## src/rtl/two_class_fifo_oldest_first_macros.svh

```systemverilog
// Assertion macros used by the two-class FIFO top level.
`ifndef TWO_CLASS_FIFO_OLDEST_FIRST_MACROS_SVH
`define TWO_CLASS_FIFO_OLDEST_FIRST_MACROS_SVH

// Checks that the consequent holds in the same cycle as the antecedent.
`define TFO_ASSERT_SAME(label, ante, cons, msg) \
  label: assert property (@(posedge clk_i) disable iff (!rst_ni) (ante) |-> (cons)) \
    else $error(msg);

// Checks that the consequent holds in the cycle after the antecedent.
`define TFO_ASSERT_NEXT(label, ante, cons, msg) \
  label: assert property (@(posedge clk_i) disable iff (!rst_ni) (ante) |=> (cons)) \
    else $error(msg);

`endif

```

## src/rtl/tfo_pkg.sv

```systemverilog
// Shared types and constants for the two-class FIFO with oldest-first dequeue.
package tfo_pkg;

  localparam int QueueDepthDefault = 16;
  localparam int TagBitsDefault    = 16;
  localparam int InUserW           = 3;
  localparam int OutUserW          = 3;

  typedef enum logic [1:0] {
    CMD_ENQ      = 2'd0,
    CMD_TAKE_ANY = 2'd1,
    CMD_TAKE_C0  = 2'd2,
    CMD_TAKE_C1  = 2'd3
  } cmd_e;

  typedef enum logic [1:0] {
    ST_DONE  = 2'd0,
    ST_FULL  = 2'd1,
    ST_EMPTY = 2'd2
  } status_e;

  typedef struct packed {
    logic push;
    logic pop;
  } q_ctrl_t;

  typedef struct packed {
    logic empty;
    logic full;
  } q_stat_t;

endpackage

```

## src/rtl/two_class_fifo_oldest_first.sv

```systemverilog
// Top level of the two-class FIFO with age-ordered dequeue.
//
// Commands arrive on the slave stream: tuser carries the command and the item
// class, tdata carries the item tag. Each command yields exactly one result
// transaction on the master stream: tuser carries the status and the class of
// the item handed out, tdata carries its tag.
// Enqueue stores the tag with an arrival stamp in its class queue, or reports
// full and drops it. Take-any hands out the older of the two heads by a
// wrap-aware stamp compare, class 0 winning a tie; take-class hands out the
// head of that class. A take from an empty source reports empty.
// Results are registered and appear in the cycle after the command; one
// command is taken every cycle unless a result waits. Each queue is a row of
// cells that shift toward the head on a dequeue, so no read pointer is needed.
// The result register is freed in the cycle the receiver takes it, so a
// stalled receiver holds the result and blocks new commands only while the
// result waits. Reset empties both queues and clears the stamp counter.
module two_class_fifo_oldest_first #(
  parameter int QUEUE_DEPTH = tfo_pkg::QueueDepthDefault,
  parameter int TAG_BITS    = tfo_pkg::TagBitsDefault
) (
  input  logic                                 clk_i,
  input  logic                                 rst_ni,
  input  logic                                 s_axis_tvalid,
  output logic                                 s_axis_tready,
  // item_tag
  input  logic [((TAG_BITS+7)/8)*8-1:0]        s_axis_tdata,
  // command, item_class
  input  logic [tfo_pkg::InUserW-1:0]          s_axis_tuser,
  output logic                                 m_axis_tvalid,
  input  logic                                 m_axis_tready,
  // taken_tag
  output logic [((TAG_BITS+7)/8)*8-1:0]        m_axis_tdata,
  // status, taken_class
  output logic [tfo_pkg::OutUserW-1:0]         m_axis_tuser
);
  import tfo_pkg::*;

  localparam int StampMod  = 4 * QUEUE_DEPTH;
  localparam int StampHalf = 2 * QUEUE_DEPTH;
  localparam int StampW    = $clog2(StampMod);
  localparam int TdataW    = ((TAG_BITS + 7) / 8) * 8;
  localparam int EntryW    = TAG_BITS + StampW;

  logic                accept;
  cmd_e                cmd;
  logic                cls;
  logic [TAG_BITS-1:0] in_tag;

  q_ctrl_t             ctrl0;
  q_ctrl_t             ctrl1;
  q_stat_t             stat0;
  q_stat_t             stat1;
  logic [EntryW-1:0]   head0;
  logic [EntryW-1:0]   head1;
  logic [EntryW-1:0]   wr_entry;

  logic [StampW-1:0]   arrival_q;
  logic [StampW-1:0]   arrival_d;

  logic [StampW:0]     stamp_diff;
  logic [StampW:0]     stamp_dist;
  logic                c0_older;

  status_e             res_status;
  logic                res_class;
  logic [TAG_BITS-1:0] res_tag;

  logic                out_valid_q;
  logic                out_valid_d;
  status_e             status_q;
  logic                class_q;
  logic [TAG_BITS-1:0] tag_q;

  assign s_axis_tready = !out_valid_q || m_axis_tready;
  assign accept        = s_axis_tvalid && s_axis_tready;
  assign cmd           = cmd_e'(s_axis_tuser[1:0]);
  assign cls           = s_axis_tuser[2];
  assign in_tag        = s_axis_tdata[TAG_BITS-1:0];
  assign wr_entry      = {in_tag, arrival_q};

  assign stamp_diff = {1'b0, head1[StampW-1:0]} - {1'b0, head0[StampW-1:0]};
  assign stamp_dist = stamp_diff[StampW] ? stamp_diff + (StampW+1)'(StampMod) : stamp_diff;
  assign c0_older   = (stamp_dist < (StampW+1)'(StampHalf));

  always_comb begin
    logic take_ok;
    logic src;
    take_ok    = 1'b0;
    src        = 1'b0;
    ctrl0      = '0;
    ctrl1      = '0;
    res_status = ST_DONE;
    res_class  = 1'b0;
    res_tag    = '0;
    unique case (cmd)
      CMD_ENQ: begin
        if (cls) begin
          if (stat1.full) begin
            res_status = ST_FULL;
          end else begin
            ctrl1.push = accept;
          end
        end else begin
          if (stat0.full) begin
            res_status = ST_FULL;
          end else begin
            ctrl0.push = accept;
          end
        end
      end
      CMD_TAKE_ANY: begin
        priority if (!stat0.empty && !stat1.empty) begin
          take_ok = 1'b1;
          src     = !c0_older;
        end else if (!stat0.empty) begin
          take_ok = 1'b1;
          src     = 1'b0;
        end else if (!stat1.empty) begin
          take_ok = 1'b1;
          src     = 1'b1;
        end else begin
          take_ok = 1'b0;
        end
      end
      CMD_TAKE_C0: begin
        take_ok = !stat0.empty;
        src     = 1'b0;
      end
      CMD_TAKE_C1: begin
        take_ok = !stat1.empty;
        src     = 1'b1;
      end
    endcase
    if (cmd != CMD_ENQ) begin
      if (take_ok) begin
        res_class = src;
        if (src) begin
          ctrl1.pop = accept;
          res_tag   = head1[EntryW-1:StampW];
        end else begin
          ctrl0.pop = accept;
          res_tag   = head0[EntryW-1:StampW];
        end
      end else begin
        res_status = ST_EMPTY;
      end
    end
  end

  tfo_queue #(
    .DEPTH  (QUEUE_DEPTH),
    .ENTRY_W(EntryW)
  ) u_queue0 (
    .clk_i    (clk_i),
    .rst_ni   (rst_ni),
    .ctrl_i   (ctrl0),
    .wr_data_i(wr_entry),
    .stat_o   (stat0),
    .head_o   (head0)
  );

  tfo_queue #(
    .DEPTH  (QUEUE_DEPTH),
    .ENTRY_W(EntryW)
  ) u_queue1 (
    .clk_i    (clk_i),
    .rst_ni   (rst_ni),
    .ctrl_i   (ctrl1),
    .wr_data_i(wr_entry),
    .stat_o   (stat1),
    .head_o   (head1)
  );

  always_comb begin
    arrival_d = arrival_q;
    if (ctrl0.push || ctrl1.push) begin
      if (arrival_q == StampW'(StampMod - 1)) begin
        arrival_d = '0;
      end else begin
        arrival_d = arrival_q + StampW'(1);
      end
    end
  end

  assign out_valid_d = accept || (out_valid_q && !m_axis_tready);

  always_ff @(posedge clk_i or negedge rst_ni) begin
    if (!rst_ni) begin
      arrival_q   <= '0;
      out_valid_q <= 1'b0;
    end else begin
      arrival_q   <= arrival_d;
      out_valid_q <= out_valid_d;
    end
  end

  always_ff @(posedge clk_i) begin
    if (accept) begin
      status_q <= res_status;
      class_q  <= res_class;
      tag_q    <= res_tag;
    end
  end

  assign m_axis_tvalid = out_valid_q;
  assign m_axis_tdata  = TdataW'(tag_q);
  assign m_axis_tuser  = {class_q, status_q};

`include "two_class_fifo_oldest_first_macros.svh"

  `TFO_ASSERT_SAME(a_no_push_with_pop, ctrl0.push || ctrl1.push, !ctrl0.pop && !ctrl1.pop, "Enqueue and dequeue in the same cycle.")
  `TFO_ASSERT_NEXT(a_stamp_advances, ctrl0.push || ctrl1.push, arrival_q != $past(arrival_q), "Arrival stamp did not advance on a stored enqueue.")
  `TFO_ASSERT_SAME(a_empty_result_clean, out_valid_q && status_q == ST_EMPTY, tag_q == '0 && !class_q, "Empty result carries a tag or class.")
  `TFO_ASSERT_SAME(a_queue_flags_exclusive, 1'b1, !(stat0.empty && stat0.full) && !(stat1.empty && stat1.full), "Queue reports empty and full together.")

endmodule

```

## src/rtl/tfo_cell.sv

```systemverilog
// One storage cell of a class queue: loads a new entry or takes its neighbor's entry.
module tfo_cell #(
  parameter int ENTRY_W = 22
) (
  input  logic               clk_i,
  input  logic               load_i,
  input  logic               shift_i,
  input  logic [ENTRY_W-1:0] wr_data_i,
  input  logic [ENTRY_W-1:0] nb_data_i,
  output logic [ENTRY_W-1:0] data_o
);

  logic [ENTRY_W-1:0] data_q;

  always_ff @(posedge clk_i) begin
    if (load_i) begin
      data_q <= wr_data_i;
    end else if (shift_i) begin
      data_q <= nb_data_i;
    end
  end

  assign data_o = data_q;

endmodule

```

## src/rtl/tfo_queue.sv

```systemverilog
// Class queue built as a row of cells with the head always in the first cell.
module tfo_queue #(
  parameter int DEPTH   = 16,
  parameter int ENTRY_W = 22
) (
  input  logic               clk_i,
  input  logic               rst_ni,
  input  tfo_pkg::q_ctrl_t   ctrl_i,
  input  logic [ENTRY_W-1:0] wr_data_i,
  output tfo_pkg::q_stat_t   stat_o,
  output logic [ENTRY_W-1:0] head_o
);
  import tfo_pkg::*;

  localparam int CntW = $clog2(DEPTH + 1);

  logic [CntW-1:0]    count_q;
  logic [CntW-1:0]    count_d;
  logic [ENTRY_W-1:0] cell_data [DEPTH];

  for (genvar i = 0; i < DEPTH; i++) begin : g_cell
    logic [ENTRY_W-1:0] nb_data;
    if (i < DEPTH - 1) begin : g_mid
      assign nb_data = cell_data[i+1];
    end else begin : g_last
      assign nb_data = cell_data[i];
    end
    tfo_cell #(
      .ENTRY_W(ENTRY_W)
    ) u_cell (
      .clk_i    (clk_i),
      .load_i   (ctrl_i.push && (count_q == CntW'(i))),
      .shift_i  (ctrl_i.pop),
      .wr_data_i(wr_data_i),
      .nb_data_i(nb_data),
      .data_o   (cell_data[i])
    );
  end

  always_comb begin
    count_d = count_q;
    if (ctrl_i.push) begin
      count_d = count_q + CntW'(1);
    end else if (ctrl_i.pop) begin
      count_d = count_q - CntW'(1);
    end
  end

  always_ff @(posedge clk_i or negedge rst_ni) begin
    if (!rst_ni) begin
      count_q <= '0;
    end else begin
      count_q <= count_d;
    end
  end

  assign stat_o.empty = (count_q == '0);
  assign stat_o.full  = (count_q == CntW'(DEPTH));
  assign head_o       = cell_data[0];

endmodule
```

## config.mk

```make
export PLATFORM = sky130hd
export DESIGN_NAME = two_class_fifo_oldest_first
export DESIGN_NICKNAME = d
export VERILOG_FILES = /design/src/rtl/tfo_pkg.sv /design/src/rtl/two_class_fifo_oldest_first.sv /design/src/rtl/tfo_cell.sv /design/src/rtl/tfo_queue.sv
export VERILOG_INCLUDE_DIRS = /design/src /design/src/rtl
export SDC_FILE = /design/constraint.sdc
export NUM_CORES = 1
export LEC_CHECK = 0
export ABC_AREA = 1
export BUFFER_PORTS_ARGS = -buffer_cell sky130_fd_sc_hd__buf_2
export CAP_MARGIN = 0
export CORE_MARGIN = 2
export CORE_UTILIZATION = 42
export DETAILED_ROUTE_END_ITERATION = 6
export PLACE_DENSITY_LB_ADDON = 0.25
export SYNTH_ARGS = -nofsm -noshare
export SYNTH_HDL_FRONTEND = slang
export SYNTH_SLANG_ARGS = --single-unit
```

## constraint.sdc

```tcl
create_clock -name clk_i -period 2.7 [get_ports clk_i]
set_input_delay 0.135 -clock clk_i [delete_from_list [all_inputs] [get_ports clk_i]]
set_output_delay 0.135 -clock clk_i [all_outputs]
set_load 0.005 [all_outputs]
```

==> flow_summary.yaml <==
detailed_routing:
  via_count: 18575
  first_pass_iters: 7
  drt-wirelength-per-cell_um: 17.04
  route.met2.wl_mm: 29.10
  drcViolationCount: 7
  viasPerCell: 5.092
  dr.first_iter.drc_count: 1282
  met3_length_mm: 2.502
  routed_wl_mm: 62.16
  ant_nets: 0
  met1_length_mm: 29.19
  dr.max_layer_used: "met4"
outcome:
  violations: "DRC"
  status: "complete, but fails checks"
power:
  power_leakage_uw: 0.01356
  power_uw: 29660
  ir_worst_vdd_mv: 0.5106
  power.density_mw_per_mm2: 837.9
sta:
  final.setup.tns_ns: 0
  max_freq_ghz: 0.4152
  grt_setup_unrepaired: "no"
  max_slew_margin_pct: 52.74
  fin_crit_sh_pct: 89.20
  worstMarginPinSlew_ns: 0.7081
  slew_violations: 0
  finalCriticalPeriod_ns: 2.408
  hold_violations: 0
  finClkSkew_ns: 0.03533
  setup_viol: 0
worst_setup_path:
  critical_path.slowest_cell: "dfrtp_1"
  crit_fanout: 22
  r2r-start: "u_queue0.count_q[0]$_DFFE_PN0P_"
  crit_buf_inv: 5
  crit_arrival_ns: 2.71
  crit_chain: "inv_1 > ha_1 > inv_1 > nor2_2 > nand2_1 > nand3b_1 > o21ai_4 > inv_2 > nor2_1 > nand3_2 > buf_4 > nand2_1 > buf_12"
  r2r-end: "u_queue0.g_cell[14].u_cell.data_o[12]$_DFFE_PP_"
  crit_start: "u_queue0.count_q[0]$_DFFE_PN0P_"
  cp.required_ns: 3.00
  worstRegToRegCells: 13
  end_kind: "register"
  crit_family: "buffers and inverters"
  startpoint_type: "register"
  rrSetupSlack_ns: 0.29
  worstSetupPathType: "reg2reg"
  crit_path_max_incr_delay_ns: 0.42
cts:
  clkTransAtPathRegs_ns: 0.06
  cts.repair.resized: 0
  numCtsBuffers: 76
  clockBufferDepth: 3
  cts_max_level: 3
  clock_tree.root_cell: "clkbuf_16"
  cts_tree: "yes"
  cts.sinks: 740
  clk_latency_ns: 0.63
min_path:
  hp-class: "in2async"
logic_synthesis:
  synthArstFlopShare_pct: 2.297
  postSynthAreaPerCell_um2: 12.00
  synthFlopType: "edfxtp_1"
  syn_inst: 2590
  ys_seq_area_share_pct: 71.22
  yosys_register_bits: 740
  ys_types: 37
  syn-cell-area_mm2: 0.03108
  syn_nets: 2630
  synth-edff-count: 723
  yosysWarnings: 0
die:
  initial_core_util_pct: 42.53
  die_area_mm2: 0.07619
  core_area_mm2: 0.07308
  chipWidth_um: 276.0
  die_height_um: 276.0
  rows: 99
  io_pins: 44
placed_design:
  dp_hpwl_mm: 40.32
  port_buffers: 43
  place_congestion: 0.7962
  dpl_cell_area_mm2: 0.03272
cells_and_area:
  area_growth_pct: 13.88
  drive_above_1_share_pct: 11.83
  insertedDiodeCount: 0
  stdcell_area_mm2: 0.03539
  fin_nets: 2672
grt:
  grt_pass1_vias: 18214
  grt_overflow_total: 0
  grt_use_total_pct: 16.43
  grt_pass1_wl_mm: 99.49
  grt_max_degree: 46
  antenna_found_initial: 2
job:
  maxCapViolCount: 0
## cell usage in the layout, fill, tap and decap left out, types with 17 or more instances in the layout
cell type / instances
o21ai_1: 263
buf_12: 42
nor2_1: 43
o21ai_0: 414
buf_4: 61
inv_1: 51
clkinv_1: 17
nand3_1: 20
buf_2: 43
dfrtp_1: 17
ha_1: 17
clkbuf_16: 80
edfxtp_1: 723
dlygate4sd3_1: 21
nand2_1: 747
## routing by layer
metal	global-route usage [%]	vias to the layer above
met5	0	-
met4	4.848	0
met3	2.679	100
met2	26.70	338
met1	22.83	8893
li1	-	9244
## cell usage after synthesis (2+ instances only)
| master | n | area (um2) |
|---|---|---|
| nand2_1 | 747 | 2804 |
| ha_1 | 17 | 212.7 |
| xor2_1 | 13 | 113.9 |
| nand2_2 | 5 | 31.28 |
| o21ai_0 | 414 | 2072 |
| xnor2_1 | 2 | 17.52 |
| nor3_1 | 3 | 15.01 |
| buf_4 | 20 | 150.1 |
| nand3_2 | 13 | 130.1 |
| nand4_4 | 12 | 255.2 |
| dfrtp_1 | 17 | 425.4 |
| a21oi_1 | 2 | 10.01 |
| inv_1 | 51 | 191.4 |
| clkbuf_2 | 6 | 30.03 |
| nor2_8 | 2 | 40.04 |
| buf_2 | 38 | 190.2 |
| inv_4 | 3 | 18.77 |
| nor2_1 | 45 | 168.9 |
| o21ai_2 | 7 | 61.31 |
| nor2_4 | 6 | 67.56 |
| nand3_1 | 20 | 100.1 |
| edfxtp_1 | 723 | 21710 |
| o21ai_1 | 263 | 1316 |
| clkbuf_1 | 114 | 427.9 |
| buf_6 | 25 | 281.5 |
| nand3_4 | 5 | 87.58 |
| inv_2 | 4 | 15.01 |
| nand4_1 | 3 | 18.77 |
| nand2_4 | 2 | 22.52 |
## sequential cells by signal (all words and copies together), names as in the netlist
signal                         flops
u_queue0.g_cell.u_cell.data_o    352
u_queue1.g_cell.u_cell.data_o    352
m_axis_tdata                      16
arrival_q                          6
u_queue0.count_q                   5
u_queue1.count_q                   5
status_q                           2
class_q                            1
m_axis_tvalid                      1
## per-stage QoR
step | util, % | hold slack, ns | cells | setup slack, ns
after floorplan | - | -0.1606 | 2590 | 0.1412
final | 48.43 | 0.1028 | 3648 | 0.2917
after global routing | 48.43 | 0.1148 | 3648 | 0.1512
after global placement | 44.77 | 0.1337 | 3492 | 0.3287
after CTS | 48.43 | 0.08151 | 3648 | 0.2900
after detailed placement | 44.77 | 0.1334 | 3492 | 0.3294
## power breakdown
part | internal, uW | switching (uW) | total, uW
clock network | 6080 | 4280 | 10400
logic | 1380 | 3070 | 4450
registers | 14400 | 486 | 14800
total | 21800 | 7840 | 29700
## timing repair
| action | CTS | global route |
|---|---|---|
| setup buffers | 0 | 0 |
| hold buffers | 21 | 0 |
| endpoints found under the hold margin | 51 | 0 |
## final cells by class
cell class	count	area [um2]
Clock buffer	93	2051
Fill cell	6391	37690
Timing Repair Buffer	167	1724
Sequential cell	740	22140
Clock inverter	42	412.9
Tap cell	959	1200
Inverter	60	250.2
Multi-Input combinational cell	1587	7619
## cell families after synthesis
logic type / count (synthesis) / synth area share, %
flops: 740 / 71.22
fa+ha+maj: 17 / 0.6844
compound gates: 688 / 11.20
xor+xnor: 15 / 0.4227
buf+inv: 263 / 4.279
simple gates: 867 / 12.19
## how the worst max path moves through the flow
stage	to	cells after the start	slack [ns]
2_1_floorplan	u_queue0.g_cell[15].u_cell.data_o[0]$_DFFE_PP_	7	0.14
4_1_cts	u_queue0.g_cell[11].u_cell.data_o[12]$_DFFE_PP_	13	0.29
5_1_grt	u_queue0.g_cell[13].u_cell.data_o[17]$_DFFE_PP_	13	0.15
3_3_place_gp	u_queue1.g_cell[12].u_cell.data_o[21]$_DFFE_PP_	13	0.33
6_report	u_queue0.g_cell[14].u_cell.data_o[12]$_DFFE_PP_	13	0.29
3_5_place_dp	u_queue0.g_cell[14].u_cell.data_o[8]$_DFFE_PP_	13	0.33
Power figures use the tool's default switching activity.
